--- src/hdl/prf_pkg.sv ---
// Package for the packet ring FIFO: operation and status codes, field widths
// and the default ring depth.
// Used by prf_mod_reduce, packet_ring_fifo_unit and prf_checker.
package prf_pkg;

  localparam int DEPTH_DEFAULT = 16;

  localparam int MODE_W   = 2;
  localparam int PKT_W    = 64;
  localparam int ADV_W    = 16;
  localparam int STATUS_W = 2;
  localparam int OCC_W    = 4;

  typedef logic [MODE_W-1:0]   mode_t;
  typedef logic [STATUS_W-1:0] status_t;

  localparam mode_t MODE_PUSH    = 2'd0;
  localparam mode_t MODE_POP     = 2'd1;
  localparam mode_t MODE_COUNT   = 2'd2;
  localparam mode_t MODE_CONSUME = 2'd3;

  localparam status_t ST_DONE  = 2'd0;
  localparam status_t ST_FULL  = 2'd1;
  localparam status_t ST_EMPTY = 2'd2;

endpackage

--- src/hdl/prf_mod_reduce.sv ---
// Two-stage reduction of the consume advance modulo DEPTH, by multiplying
// with a rounded-up reciprocal. Depends on prf_pkg for the advance width.
module prf_mod_reduce #(
  parameter int DEPTH = prf_pkg::DEPTH_DEFAULT
) (
  input  logic                         clk,
  input  logic [prf_pkg::ADV_W-1:0]    adv,
  output logic [$clog2(DEPTH)-1:0]     rem
);

  localparam int AW      = $clog2(DEPTH);
  localparam int SH      = prf_pkg::ADV_W + AW;
  localparam int RECIP_W = prf_pkg::ADV_W + 2;
  localparam int PROD_W  = prf_pkg::ADV_W + RECIP_W;
  localparam int QD_W    = prf_pkg::ADV_W + AW + 1;
  localparam longint unsigned RECIP_FULL =
    ((64'd1 << SH) + longint'(DEPTH) - 64'd1) / longint'(DEPTH);
  localparam logic [RECIP_W-1:0] RECIP = RECIP_W'(RECIP_FULL);

  logic [PROD_W-1:0]         prod_r;
  logic [prf_pkg::ADV_W-1:0] adv_r;
  logic [AW-1:0]             rem_r;
  logic [prf_pkg::ADV_W-1:0] quot;
  logic [QD_W-1:0]           quot_x_depth;
  logic [prf_pkg::ADV_W-1:0] rem_full;

  always_ff @(posedge clk) begin
    prod_r <= PROD_W'(adv) * PROD_W'(RECIP);
    adv_r  <= adv;
  end

  // quotient is exact for every 16-bit advance, so no correction step
  always_comb begin
    quot         = prf_pkg::ADV_W'(prod_r >> SH);
    quot_x_depth = QD_W'(quot) * QD_W'(DEPTH);
    rem_full     = adv_r - prf_pkg::ADV_W'(quot_x_depth);
  end

  always_ff @(posedge clk) begin
    rem_r <= AW'(rem_full);
  end

  assign rem = rem_r;

endmodule

--- src/hdl/packet_ring_fifo_unit.sv ---
// Packet ring FIFO top level: command decode, ring pointers and packet store.
// Depends on prf_pkg and prf_mod_reduce.
//
// Usage:
//   A command word (in_mode, in_packet_in, in_advance_by) is taken at a rising
//   edge where start is high and busy is low. busy never rises, so a command
//   can be issued in every cycle.
//   Commands: push a packet, pop the oldest packet, query the fill level, or
//   consume (move the read pointer forward by in_advance_by modulo DEPTH,
//   unchecked). The ring keeps one slot free, so DEPTH-1 packets fit.
//   Every command gives one result word: out_valid is high for exactly one
//   cycle with out_status, out_packet_out and out_occupancy.
//   Throughput is one command per cycle; the stages are the reciprocal
//   multiply, the remainder, and the pointer update with the store access
//   that loads the result registers and the store read register together.
//   The receiver cannot stall: a result is lost if not taken in its cycle.
//   Reset (synchronous, rst_n low) empties the ring and drops words in
//   flight. Store contents are not cleared; the user must see that only
//   written slots are read, as the block does not enforce it.
//   out_occupancy is the fill level after the command, modulo 16.
module packet_ring_fifo_unit #(
  parameter int DEPTH = prf_pkg::DEPTH_DEFAULT
) (
  input  logic                           clk,
  input  logic                           rst_n,
  input  logic                           start,
  output logic                           busy,
  input  logic [prf_pkg::MODE_W-1:0]     in_mode,
  input  logic [prf_pkg::PKT_W-1:0]      in_packet_in,
  input  logic [prf_pkg::ADV_W-1:0]      in_advance_by,
  output logic                           out_valid,
  output logic [prf_pkg::STATUS_W-1:0]   out_status,
  output logic [prf_pkg::PKT_W-1:0]      out_packet_out,
  output logic [prf_pkg::OCC_W-1:0]      out_occupancy
);

  localparam int AW  = $clog2(DEPTH);
  localparam int FW  = AW + prf_pkg::OCC_W;
  localparam logic [AW-1:0] LAST_IDX = AW'(DEPTH - 1);

  logic [prf_pkg::PKT_W-1:0] store_mem [DEPTH];

  logic                        v1_r, v2_r, v3_r;
  prf_pkg::mode_t              mode1_r, mode2_r;
  logic [prf_pkg::PKT_W-1:0]   pkt1_r, pkt2_r;
  logic [AW-1:0]               adv_rem;

  logic [AW-1:0]               wr_r, wr_nxt;
  logic [AW-1:0]               rd_r, rd_nxt;
  logic [AW-1:0]               wr_inc, rd_inc;
  logic [AW:0]                 rd_sum;
  logic                        is_full, is_empty;
  logic                        do_push, do_pop;
  prf_pkg::status_t            status_nxt;
  logic [FW-1:0]               fill;

  prf_pkg::status_t            status_r;
  logic [prf_pkg::OCC_W-1:0]   occ_r;
  logic                        pop_ok_r;
  logic [prf_pkg::PKT_W-1:0]   rd_data_r;

  assign busy = 1'b0;

  prf_mod_reduce #(
    .DEPTH (DEPTH)
  ) u_prf_mod_reduce (
    .clk (clk),
    .adv (in_advance_by),
    .rem (adv_rem)
  );

  always_ff @(posedge clk) begin
    if (!rst_n) begin
      v1_r <= 1'b0;
      v2_r <= 1'b0;
      v3_r <= 1'b0;
    end else begin
      v1_r <= start && !busy;
      v2_r <= v1_r;
      v3_r <= v2_r;
    end
  end

  always_ff @(posedge clk) begin
    mode1_r <= in_mode;
    pkt1_r  <= in_packet_in;
    mode2_r <= mode1_r;
    pkt2_r  <= pkt1_r;
  end

  always_comb begin
    wr_inc     = (wr_r == LAST_IDX) ? '0 : wr_r + 1'b1;
    rd_inc     = (rd_r == LAST_IDX) ? '0 : rd_r + 1'b1;
    rd_sum     = (AW+1)'(rd_r) + (AW+1)'(adv_rem);
    is_full    = (wr_inc == rd_r);
    is_empty   = (wr_r == rd_r);
    do_push    = 1'b0;
    do_pop     = 1'b0;
    wr_nxt     = wr_r;
    rd_nxt     = rd_r;
    status_nxt = prf_pkg::ST_DONE;
    case (mode2_r)
      prf_pkg::MODE_PUSH: begin
        if (is_full) begin
          status_nxt = prf_pkg::ST_FULL;
        end else begin
          do_push = v2_r;
          wr_nxt  = wr_inc;
        end
      end
      prf_pkg::MODE_POP: begin
        if (is_empty) begin
          status_nxt = prf_pkg::ST_EMPTY;
        end else begin
          do_pop = v2_r;
          rd_nxt = rd_inc;
        end
      end
      prf_pkg::MODE_CONSUME: begin
        // wrap the pointer sum back into the ring
        rd_nxt = (rd_sum >= (AW+1)'(DEPTH)) ? AW'(rd_sum - (AW+1)'(DEPTH))
                                              : AW'(rd_sum);
      end
      default: begin
        status_nxt = prf_pkg::ST_DONE;
      end
    endcase
    fill = FW'(wr_nxt) - FW'(rd_nxt) + ((wr_nxt < rd_nxt) ? FW'(DEPTH) : '0);
  end

  always_ff @(posedge clk) begin
    if (!rst_n) begin
      wr_r <= '0;
      rd_r <= '0;
    end else if (v2_r) begin
      wr_r <= wr_nxt;
      rd_r <= rd_nxt;
    end
  end

  always_ff @(posedge clk) begin
    if (do_push) begin
      store_mem[wr_r] <= pkt2_r;
    end
    if (do_pop) begin
      rd_data_r <= store_mem[rd_r];
    end
  end

  always_ff @(posedge clk) begin
    status_r <= status_nxt;
    occ_r    <= fill[prf_pkg::OCC_W-1:0];
    pop_ok_r <= do_pop;
  end

  assign out_valid      = v3_r;
  assign out_status     = status_r;
  assign out_packet_out = pop_ok_r ? rd_data_r : '0;
  assign out_occupancy  = occ_r;

endmodule

--- config.mk ---
export PLATFORM = sky130hd
export DESIGN_NAME = packet_ring_fifo_unit
export DESIGN_NICKNAME = d
export VERILOG_FILES = /design/src/hdl/prf_pkg.sv /design/src/hdl/prf_mod_reduce.sv /design/src/hdl/packet_ring_fifo_unit.sv
export SDC_FILE = /design/constraint.sdc
export NUM_CORES = 1
export LEC_CHECK = 0
export ABC_AREA = 1
export BUFFER_PORTS_ARGS = -buffer_cell sky130_fd_sc_hd__buf_2
export CAP_MARGIN = 20
export CORE_MARGIN = 8
export CORE_UTILIZATION = 45
export DETAILED_ROUTE_END_ITERATION = 12
export HOLD_SLACK_MARGIN = 0.08
export MAX_ROUTING_LAYER = met4
export PLACE_DENSITY = 0.57
export SYNTH_ARGS = -nofsm -noshare
export SYNTH_HDL_FRONTEND = slang
export SYNTH_SLANG_ARGS = --single-unit
--- constraint.sdc ---
create_clock -name clk -period 7.8 [get_ports clk]
set_clock_uncertainty 0.1 [all_clocks]
set_input_delay 1.56 -clock clk [delete_from_list [all_inputs] [get_ports clk]]
set_output_delay 1.56 -clock clk [all_outputs]
set_load 0.03 [all_outputs]
==> results of run 1 <==
## area by class of cell
| class | instances | area share |
|---|---|---|
| Clock buffer | 188 | 0.0719 |
| Clock inverter | 55 | 0.0121 |
| Inverter | 97 | 0.00736 |
| Multi-Input combinational cell | 1741 | 0.167 |
| Sequential cell | 1246 | 0.687 |
| Tap cell | 1368 | 0.0328 |
| Timing Repair Buffer | 195 | 0.0218 |
## critical path, stage by stage (launching register included)
cell     delay (ps)
dfxtp_4         610
inv_16          580
nand3_1         170
nand2_1         120
nor2_2           60
nand2_4         100
nand3_4         160
inv_2           150
nand2_1         260
nor2_4          890
buf_4           870
## cell usage after synthesis
library cell / count
clkbuf_1: 100
nand3_1: 113
o22ai_1: 83
fa_1: 2
buf_6: 8
buf_1: 10
nand2_4: 2
xor2_1: 1
nor2_1: 276
dfxtp_1: 158
nand3_4: 1
o21ai_1: 97
o211ai_1: 1
xnor2_1: 3
conb_1: 1
a221oi_2: 3
ha_1: 11
edfxtp_1: 1088
o21ai_0: 257
nand2_1: 529
a221oi_1: 79
o211ai_2: 2
nor3_1: 5
nor2_2: 2
inv_2: 9
a21oi_1: 175
buf_2: 71
inv_4: 1
a31oi_1: 1
nand4_1: 46
buf_4: 19
o221ai_1: 46
inv_1: 87
nor2_4: 1
buf_8: 1
nand2_2: 4
## metrics by stage
step | utilization | area [µm²]
4_1_cts | 0.515 | 52100
3_5_place_dp | 0.471 | 47700
3_3_place_gp | 0.471 | 47700
5_1_grt | 0.515 | 52200
6_report | 0.515 | 52200
2_1_floorplan | - | 45800
## routing by layer
metal,global-route usage,wire length [µm]
met1,0.269,49400
met5,-,0
met4,0.0760,3490
met2,0.344,57200
met3,0.0336,7310
## how the worst min path moves through the flow
stage,endpoint,cells past startpoint
global placement,pkt2_r[45]$_DFF_P_,0
CTS,pkt2_r[44]$_DFF_P_,0
finish,pkt2_r[28]$_DFF_P_,0
detailed placement,pkt2_r[43]$_DFF_P_,0
global route,pkt2_r[49]$_DFF_P_,0
floorplan,mode2_r[0]$_DFF_P_,0
## power by group through the flow
| stage | sequential [µW] | combinational [µW] | clock [µW] |
|---|---|---|---|
| after floorplan | 7500 | 246 | 0 |
| after global placement | 7530 | 341 | 0 |
| after detailed placement | 7540 | 351 | 0 |
| after CTS | 7400 | 352 | 6380 |
| after global routing | 7400 | 393 | 6630 |
| final | 7400 | 351 | 6260 |
## sequential cells by signal (all words and copies together), names as in the netlist
register	flops
rd_r	4
v2_r	1
mode1_r	2
u_prf_mod_reduce.rem	4
wr_r	4
store_mem	1024
mode2_r	2
pkt1_r	64
v1_r	1
out_valid	1
pkt2_r	64
rd_data_r	64
u_prf_mod_reduce.prod_r	4
out_status	2
pop_ok_r	1
out_occupancy	4
## cell families (layout without fill, tap and decap cells)
kind of cell / after synthesis / after routing / synth area share
AOI/OAI and AO/OA: 744 / 744 / 0.0949
DFF: 1246 / 1246 / 0.783
other: 1 / 1 / 0.0000819
and+or+nand+nor: 979 / 979 / 0.0872
buffers and inverters: 306 / 535 / 0.0302
adders and majority gates: 13 / 13 / 0.00388
xor gates and xnor gates: 4 / 4 / 0.000766
==> qor.csv, run 1 <==
stage,metric,value,unit
power,Clk pwr share,0.447,
drt,Pre-Repair DR Iteration Count,5,
critical_path,CP Launch Type,flip-flop,
synthesis,distinct cell type count after synthesis,36,
drt,DRC viols,0,
floorplan,Initial Util,0.452,
layout,Area Growth Syn to Fin,14.0,%
placement,Port-buffer cells,143,
sta,Final Slew Violations,0,
power,Sw Pwr,2870,µW
synthesis,mean cell area of the mapped netlist,13.9,µm²
power,Leak,0.0186,µW
floorplan,Die X,335,µm
layout,diode count,0,
sta,hold_ws,224,ps
critical_path,CP endpoint,store_mem[0][34]$_DFFE_PP_,
placement,Inst Count DP,4646,
sta,Final min period,4520,ps
sta,Final setup viols,0,
global_route,pin count of the biggest net entering global routing,255,
placement,dpl hpwl,55400,µm
power,Seq pwr share,0.528,
sta,Fin Setup TNS,0,ps
clock_network,"Clk Latency, worst-skew pair",740,ps
layout,most frequent cells in the layout,"1088 x edfxtp_1, 527 x nand2_1, 262 x nor2_1",
synthesis,syn_nets,3391,
power,Worst VDD drop,0.158,mV
layout,register area,0.0359,mm²
placement,pre-CTS setup slack,3180,ps
drt,initial DRC count,2736,
synthesis,sequential-to-total area share from yosys stat,0.783,
status,status,"finished, final reports clean",
global_route,GRT Total Usage,0.211,
clock_network,CTS tree,done,
floorplan,Boundary Pins,157,
floorplan,Core ar.,0.101,mm²
critical_path,Crit. End Element,flip-flop,
critical_path,worst path arrival time,4760,ps
global_route,global route overflow,0,
global_route,vias in the first global route,27900,
sta,Fin. Hold Viols,0,
power,Cell Pwr Density,269,mW/mm²
critical_path,kind of critical path,flip-flop to flip-flop,
clock_network,clk slew on worst S/H paths,60,ps
critical_path,RR Endpoint,store_mem[0][34]$_DFFE_PP_,
floorplan,total die area,0.112,mm²
job,Max-cap violations,0,
drt,via-per-instance ratio,5.64,
synthesis,Syn. warnings,0,
power,Logic pwr share,0.025,
power,Cell Int Power,11100,µW
drt,routed len/inst,24.0,µm
layout,fin nets,3510,
clock_network,hold_buf cts,0,
synthesis,Synth top area share,0.714,
power,overall power,14000,µW
power,Sw Ratio,0.205,
layout,layout cell share with drive strength beyond 1,0.126,
sta,f_max,0.221,GHz
layout,Post-Layout Cell Count,4890,
clock_network,CTS root buf,clkbuf_16,
sta,RSZ-0062 raised after global routing,no,
critical_path,"Data required, critical path",8040,ps
sta,crit share post-route,0.580,
sta,Least-Margin Pin Slew,1190,ps
critical_path,CP max FO,190,
global_route,first-pass GRT wire length,173000,µm
hold_path,hold path startpoint,pkt1_r[28]$_DFF_P_,
synthesis,Post-Syn Area,0.0458,mm²
synthesis,Post-Syn Instances,3293,
synthesis,Yosys top cell by area,edfxtp_1,
sta,setup ws final,3280,ps
floorplan,Cell Rows,117,
critical_path,worst r2r src,rd_r[0]$_SDFFE_PN0P_,
clock_network,CTS Buf Count,131,
hold_path,Min-Delay Path Class,flip-flop to flip-flop,
clock_network,Post-CTS Setup Inserts,0,
layout,"most common cell after layout, fill and taps aside",edfxtp_1,
drt,Post-Route WL,117000,µm
drt,Post-DRT Antenna Nets,0,
drt,DR vias,27600,
synthesis,Synth area leaders,"edfxtp_1 71%, dfxtp_1 6.9%, nand2_1 4.3%, o21ai_0 2.8%, nor2_1 2.3%",
layout,fill cell count,8512,
clock_network,Longest Clk Path Bufs,3,
placement,global placement routability congestion,0.737,
synthesis,Seq cells post-synth,1246,
floorplan,die height,335,µm
critical_path,CP startpoint,rd_r[0]$_SDFFE_PN0P_,
global_route,initial antenna violation count,2,
clock_network,number of gates resized after CTS,0,
clock_network,depth of the CTS H-tree,4,
critical_path,R2R setup slack,3280,ps
critical_path,FF-to-FF path depth,10,
sta,worst relative slew slack,0.208,
layout,area of the multi-input gates,0.00869,mm²
clock_network,total clock sinks,1246,
(Power assumes the default switching activity.)
==> inputs of run 2 (changes only) <==
Settings changed: ABC_AREA 1 to 0, PLACE_DENSITY 0.57 to 0.59.
Clock period 7.8 ns to 3.8 ns, I/O delays scaled along.
==> run 2 against run 1 <==
Clock power increased by 98%. Worst hold slack got worse by 58 ps. Register-to-register slack got worse by 2900 ps. Highest routed layer unchanged. Synthesized cell count decreased by 29%. Combinational power increased by 50%. Largest cell class unchanged. Maximum frequency increased by 34%.
==> qor.csv, run 2 <==
stage,metric,value,unit,change
sta,Fin Setup TNS,0,ps,unchanged
placement,global placement routability congestion,0.770,,was 0.737
sta,crit share post-route,0.887,,was 0.580
drt,Post-DRT Antenna Nets,0,,unchanged
layout,most frequent cells in the layout,"1088 x edfxtp_1, 198 x mux2i_1, 153 x dfxtp_1",,"was 1088 x edfxtp_1, 527 x nand2_1, 262 x nor2_1"
floorplan,Cell Rows,116,,was 117
layout,diode count,0,,unchanged
drt,DRC viols,0,,unchanged
floorplan,total die area,0.112,mm²,about the same
clock_network,number of gates resized after CTS,0,,unchanged
sta,RSZ-0062 raised after global routing,no,,unchanged
synthesis,"EDFF count, synth",1088,,unchanged
synthesis,Most used DFF post-synth,edfxtp_1,,unchanged
clock_network,Longest Clk Path Bufs,3,,unchanged
synthesis,sequential-to-total area share from yosys stat,0.786,,was 0.783
floorplan,Initial Util,0.455,,was 0.452
floorplan,Die X,334,µm,was 335 µm
critical_path,kind of critical path,flip-flop to flip-flop,,unchanged
layout,layout cell share with drive strength beyond 1,0.224,,was 0.126
power,overall power,28000,µW,was 14000 µW
critical_path,worst stage delay on the critical path,540,ps,was 890 ps
drt,initial DRC count,1878,,was 2736
synthesis,Syn. warnings,0,,unchanged
synthesis,Post-Syn Instances,2343,,was 3293
placement,dpl hpwl,51500,µm,was 55400 µm
clock_network,CTS root buf,clkbuf_16,,unchanged
drt,Post-Route WL,99700,µm,was 117000 µm
layout,Largest Register,store_mem,,unchanged
drt,routed len/inst,24.4,µm,was 24.0 µm
layout,fin nets,2720,,was 3510
critical_path,CP Launch Type,flip-flop,,unchanged
global_route,vias in the first global route,23000,,was 27.9k
global_route,initial antenna violation count,3,,was 2
floorplan,Boundary Pins,157,,unchanged
sta,Final setup viols,0,,unchanged
synthesis,mean cell area of the mapped netlist,19.5,µm²,was 13.9 µm²
critical_path,"Critical Path, Cell by Cell",inv_1 > ha_1 > xor2_1 > nor2_1 > and2_1 > a211o_1 > mux2i_1 > inv_1 > ha_1 > a21o_1 > a21oi_1 > xnor2_1 > xnor2_1,,was inv_16 > nand3_1 > nand2_1 > nor2_2 > nand2_4 > nand3_4 > inv_2 > nand2_1 > nor2_4 > buf_4
floorplan,Core ar.,0.100,mm²,was 0.101 mm²
placement,Inst Count DP,3777,,was 4646
drt,Pre-Repair DR Iteration Count,5,,unchanged
clock_network,CTS Buf Count,130,,was 131
clock_network,"Clk Latency, worst-skew pair",720,ps,was 740 ps
sta,Final Slew Violations,0,,unchanged
drt,DR vias,22200,,was 27.6k
critical_path,Crit. End Element,flip-flop,,unchanged
synthesis,Seq cells post-synth,1246,,unchanged
floorplan,die height,334,µm,was 335 µm
layout,max reg flops,1024,,unchanged
hold_path,Min-Delay Path Class,input pin to flip-flop,,was flip-flop to flip-flop
power,Leak,0.0172,µW,was 0.0186 µW
global_route,first-pass GRT wire length,148000,µm,was 173000 µm
placement,Port-buffer cells,143,,unchanged
critical_path,worst path buffer plus inverter count,2,,was 3
critical_path,CP max FO,9,,was 190
critical_path,"Data required, critical path",4290,ps,was 8040 ps
synthesis,syn_nets,2441,,was 3391
synthesis,Synth area leaders,"edfxtp_1 72%, dfxtp_1 6.9%, mux4_2 6.3%, mux2i_1 4.3%, mux2_2 1.6%",,"was edfxtp_1 71%, dfxtp_1 6.9%, nand2_1 4.3%, o21ai_0 2.8%, nor2_1 2.3%"
sta,Final min period,3370,ps,was 4520 ps
synthesis,Post-synth top cells,"1088 x edfxtp_1, 198 x mux2i_1, 158 x dfxtp_1",,"was 1088 x edfxtp_1, 529 x nand2_1, 276 x nor2_1"
synthesis,distinct cell type count after synthesis,50,,was 36
global_route,GRT Total Usage,0.182,,was 0.211
sta,Least-Margin Pin Slew,1120,ps,was 1190 ps
synthesis,Async SR Flop Fraction,0,,unchanged
critical_path,worst path arrival time,3860,ps,was 4760 ps
synthesis,most frequent cell after synthesis,edfxtp_1,,unchanged
layout,Post-Layout Cell Count,4084,,was 4890
layout,Area Growth Syn to Fin,17.1,%,was 14.0%
drt,via-per-instance ratio,5.45,,was 5.64
clock_network,CTS tree,done,,unchanged
power,Cell Pwr Density,524,mW/mm²,was 269 mW/mm²
sta,f_max,0.297,GHz,was 0.221 GHz
sta,Fin. Hold Viols,0,,unchanged
critical_path,"Slowest-stage cell, CP",dfxtp_1,,was nor2_4
synthesis,Synth top area share,0.716,,was 0.714
layout,"Core Util, Final",0.533,,was 0.515
layout,"most common cell after layout, fill and taps aside",edfxtp_1,,unchanged
critical_path,Top Family by Delay on Critical Path,adder cells,,was simple AND/OR/NAND/NOR gates
clock_network,clk slew on worst S/H paths,60,ps,about the same
job,Max-cap violations,0,,unchanged
global_route,global route overflow,0,,unchanged
global_route,pin count of the biggest net entering global routing,137,,was 255
sta,worst relative slew slack,0.256,,was 0.208
power,Worst VDD drop,0.352,mV,was 0.158 mV
clock_network,total clock sinks,1246,,unchanged
status,status,"finished, final reports clean",,unchanged
synthesis,Post-Syn Area,0.0456,mm²,was 0.0458 mm²
synthesis,Yosys top cell by area,edfxtp_1,,unchanged
clock_network,depth of the CTS H-tree,4,,unchanged
run 2: final cells by class:
| cell class | instances | area (µm²) |
|---|---|---|
| clock buffer | 185 | 3670 |
| clock inverter | 52 | 537 |
| fill | 7809 | 46900 |
| inverter | 11 | 41.3 |
| multi-input combinational | 959 | 9270 |
| sequential | 1246 | 35900 |
| tap | 1357 | 1700 |
| timing repair buffer | 274 | 2370 |
run 2: worst paths after layout:
kind,startpoint,depth (start not counted),to,slack (ps)
hold / removal,start,2,v1_r$_SDFF_PN0_,170
setup reg to reg,wr_r[0]$_SDFFE_PN0P_,13,out_occupancy[3]$_DFF_P_,430
setup / recovery,wr_r[0]$_SDFFE_PN0P_,13,out_occupancy[3]$_DFF_P_,430
hold reg to reg,pkt1_r[48]$_DFF_P_,0,pkt2_r[48]$_DFF_P_,210
run 2: cells by family (layout without fill, tap and decap cells):
family / after synthesis / count (layout) / synth area share
xor+xnor: 14 / 14 / 0.00302
flops: 1246 / 1246 / 0.786
mux: 390 / 390 / 0.122
simple gates: 183 / 183 / 0.0212
other cells: 1 / 1 / 0.0000822
buf+inv: 138 / 522 / 0.0136
fa+ha+maj: 13 / 13 / 0.00389
compound gates: 358 / 358 / 0.0502
run 2: per-layer routing:
layer	vias up	track usage	share of wire
met1	11600	0.244	0.45
li1	9986	-	-
met4	0	0.0492	0.019
met5	-	-	0
met3	137	0.0294	0.047
met2	566	0.292	0.49
run 2: repair_timing:
action                    CTS  global route
hold buffers               70             0
hold endpoints to repair   70             0
setup buffers               0             0
run 2: metrics by stage:
stage	hold WS [ps]	worst slack (ps)	cell area [µm²]
after global placement	212	487	48500
after CTS	114	439	53400
final	165	429	53400
after detailed placement	212	466	48500
after global routing	128	178	53400
after floorplan	210	2.92	45600
run 2: worst reg2reg max path, cell delays in order, from the launching register on:
cell,delay (ps)
dfxtp_1,540
inv_1,110
ha_1,360
xor2_1,160
nor2_1,170
and2_1,260
a211o_1,220
mux2i_1,340
inv_1,90
ha_1,280
a21o_1,170
a21oi_1,170
xnor2_1,160
xnor2_1,100
run 2: report_power, final:
part           switching (µW)  internal (µW)  leakage, µW
Combinational             278            250      0.00404
Clock                    5050           7310      0.00205
Sequential                177          15000       0.0111
==> inputs of run 3 (changes only) <==
==> constraint.sdc (replaced) <==
create_clock -name clk -period 3.8 [get_ports clk]
set_clock_uncertainty 0.1 [all_clocks]
set_input_delay 0.19 -clock clk [delete_from_list [all_inputs] [get_ports clk]]
set_output_delay 0.19 -clock clk [all_outputs]
set_load 0.03 [all_outputs]
==> run 3 against run 2 <==
Critical endpoint is now store_mem[0][19]$_DFFE_PP_. Worst hold slack gained 35 ps. Largest cell class unchanged. Cell count grew 2.2%. First-iteration DRC count shrank 2.8%. Largest power group unchanged.
==> qor.csv, run 3 (synthesis results as in run 2) <==
stage,metric,value,unit,change
hold_path,Min-Delay Path Class,flip-flop to flip-flop,,was input pin to flip-flop
layout,Area Growth Syn to Fin,19.5,%,was 17.1%
critical_path,FF-to-FF path depth,9,,was 13
layout,layout cell share with drive strength beyond 1,0.224,,about the same
drt,initial DRC count,1826,,was 1878
floorplan,total die area,0.112,mm²,unchanged
critical_path,CP max FO,21,,was 9
sta,Final min period,3390,ps,was 3370 ps
power,Worst VDD drop,0.363,mV,was 0.352 mV
sta,Fin Setup TNS,0,ps,unchanged
clock_network,CTS tree,done,,unchanged
layout,fill cell count,7718,,was 7809
power,Cell Int Power,22900,µW,was 22500 µW
floorplan,die height,334,µm,unchanged
critical_path,worst r2r src,wr_r[0]$_SDFFE_PN0P_,,unchanged
placement,Port-buffer cells,143,,unchanged
drt,DRC viols,0,,unchanged
power,Leak,0.0177,µW,was 0.0172 µW
sta,RSZ-0062 raised after global routing,no,,unchanged
power,Clk pwr share,0.451,,was 0.441
drt,Post-DRT Antenna Nets,0,,unchanged
power,Sw Pwr,5730,µW,was 5500 µW
status,status,"finished, final reports clean",,unchanged
global_route,pin count of the biggest net entering global routing,123,,was 137
power,Logic pwr share,0.021,,was 0.019
sta,Final Slew Violations,0,,unchanged
clock_network,Post-CTS Setup Inserts,0,,unchanged
global_route,vias in the first global route,23800,,was 23.0k
clock_network,total clock sinks,1246,,unchanged
placement,pre-CTS setup slack,419,ps,was 466 ps
global_route,global route overflow,0,,unchanged
floorplan,Die X,334,µm,unchanged
layout,most frequent cells in the layout,"1088 x edfxtp_1, 198 x mux2i_1, 153 x dfxtp_1",,unchanged
global_route,first-pass GRT wire length,153000,µm,was 148000 µm
sta,Final setup viols,0,,unchanged
layout,Largest Register,store_mem,,unchanged
hold_path,hold path startpoint,pkt1_r[33]$_DFF_P_,,was start
global_route,initial antenna violation count,3,,unchanged
clock_network,CTS root buf,clkbuf_16,,unchanged
drt,Post-Route WL,103000,µm,was 99700 µm
sta,setup ws final,406,ps,was 429 ps
placement,dpl hpwl,54400,µm,was 51500 µm
critical_path,Crit. End Element,flip-flop,,unchanged
sta,hold_ws,200,ps,was 165 ps
global_route,GRT Total Usage,0.188,,was 0.182
layout,"most common cell after layout, fill and taps aside",edfxtp_1,,unchanged
critical_path,kind of critical path,flip-flop to flip-flop,,unchanged
clock_network,Longest Clk Path Bufs,3,,unchanged
drt,via-per-instance ratio,5.47,,was 5.45
floorplan,Initial Util,0.455,,unchanged
sta,f_max,0.295,GHz,was 0.297 GHz
floorplan,Cell Rows,116,,unchanged
drt,Pre-Repair DR Iteration Count,5,,unchanged
critical_path,"Data required, critical path",4110,ps,was 4290 ps
drt,DR vias,22800,,was 22.2k
layout,diode count,0,,unchanged
power,Cell Pwr Density,526,mW/mm²,was 524 mW/mm²
drt,routed len/inst,24.7,µm,was 24.4 µm
sta,worst relative slew slack,0.315,,was 0.256
clock_network,clk slew on worst S/H paths,60,ps,about the same
power,Sw Ratio,0.200,,was 0.196
critical_path,worst path arrival time,3710,ps,was 3860 ps
job,Max-cap violations,0,,unchanged
critical_path,CP Launch Type,flip-flop,,unchanged
clock_network,depth of the CTS H-tree,4,,unchanged
clock_network,CTS Buf Count,132,,was 130
layout,"Core Util, Final",0.544,,was 0.533
sta,Fin. Hold Viols,0,,unchanged
placement,global placement routability congestion,0.756,,was 0.770
sta,crit share post-route,0.893,,was 0.887
floorplan,Boundary Pins,157,,unchanged
critical_path,CP startpoint,wr_r[0]$_SDFFE_PN0P_,,unchanged
hold_path,hold path cells,0,,was 2
sta,Least-Margin Pin Slew,1030,ps,was 1120 ps
clock_network,"Clk Latency, worst-skew pair",730,ps,was 720 ps
floorplan,Core ar.,0.100,mm²,unchanged
layout,fin nets,2804,,was 2720
power,Seq pwr share,0.528,,was 0.540
layout,max reg flops,1024,,unchanged
power,overall power,28700,µW,was 28000 µW
-- run 3: cell types whose count changed in the layout (fill, tap and decap cells not counted), moves of 2 or more --
| cell | previous run | this run |
|---|---|---|
| clkinv_16 | 0 | 2 |
| clkbuf_16 | 135 | 137 |
| bufinv_16 | 8 | 11 |
| buf_4 | 21 | 27 |
| dlygate4sd3_1 | 70 | 143 |
| buf_12 | 40 | 43 |
| clkbuf_1 | 40 | 35 |
| clkbuf_8 | 10 | 12 |
| clkinv_4 | 3 | 1 |
| clkinv_1 | 14 | 16 |
| clkinv_2 | 14 | 17 |
| clkinv_8 | 2 | 4 |
-- run 3: routing by layer --
| metal | vias up | share of wire | global-route usage |
|---|---|---|---|
| met1 | 11900 | 0.44 | 0.252 |
| met2 | 673 | 0.49 | 0.300 |
| met5 | - | 0 | - |
| met3 | 140 | 0.056 | 0.0320 |
| met4 | 0 | 0.018 | 0.0497 |
| li1 | 10200 | - | - |
-- run 3: power by group through the flow --
stage	combinational, µW	sequential (µW)	clock (µW)
6_report	591	15200	12900
5_1_grt	646	15200	13700
4_1_cts	598	15100	13200
3_5_place_dp	483	15400	0
3_3_place_gp	480	15400	0
2_1_floorplan	310	15400	0
-- run 3: area by class of cell --
type / count / area [µm²] / share of cell area
sequential: 1246 / 35900 / 0.658
multi-input combinational: 959 / 9270 / 0.170
clock buffer: 184 / 3720 / 0.0683
timing repair buffer: 356 / 3210 / 0.0589
tap: 1357 / 1700 / 0.0311
clock inverter: 60 / 722 / 0.0132
inverter: 11 / 41.3 / 0.000757
-- run 3: through the flow --
stage,instances,instance area (µm²)
after floorplan,2343,45600
after global placement,3786,48600
after detailed placement,3786,48600
after CTS,4173,54500
after global routing,4173,54500
final,4173,54500
-- run 3: critical path, cell delays in order, from the launching register on --
cell and delay [ps]:
dfxtp_1 530, inv_1 130, ha_1 380, xor2_1 170
nor2_1 70, and2_1 190, a21oi_4 380, and2b_2 300
and3b_4 540, buf_12 260
-- run 3: timing repair --
item                      CTS  global route
hold endpoints to repair   81             0
hold buffers              143             0
gates resized for setup     0             0
-- run 3: path summary, 6_finish.rpt --
path | slack, ps | to
hold / removal | 200 | pkt2_r[33]$_DFF_P_
setup reg to reg | 410 | store_mem[0][19]$_DFFE_PP_
setup / recovery | 410 | store_mem[0][19]$_DFFE_PP_
hold reg to reg | 200 | pkt2_r[33]$_DFF_P_
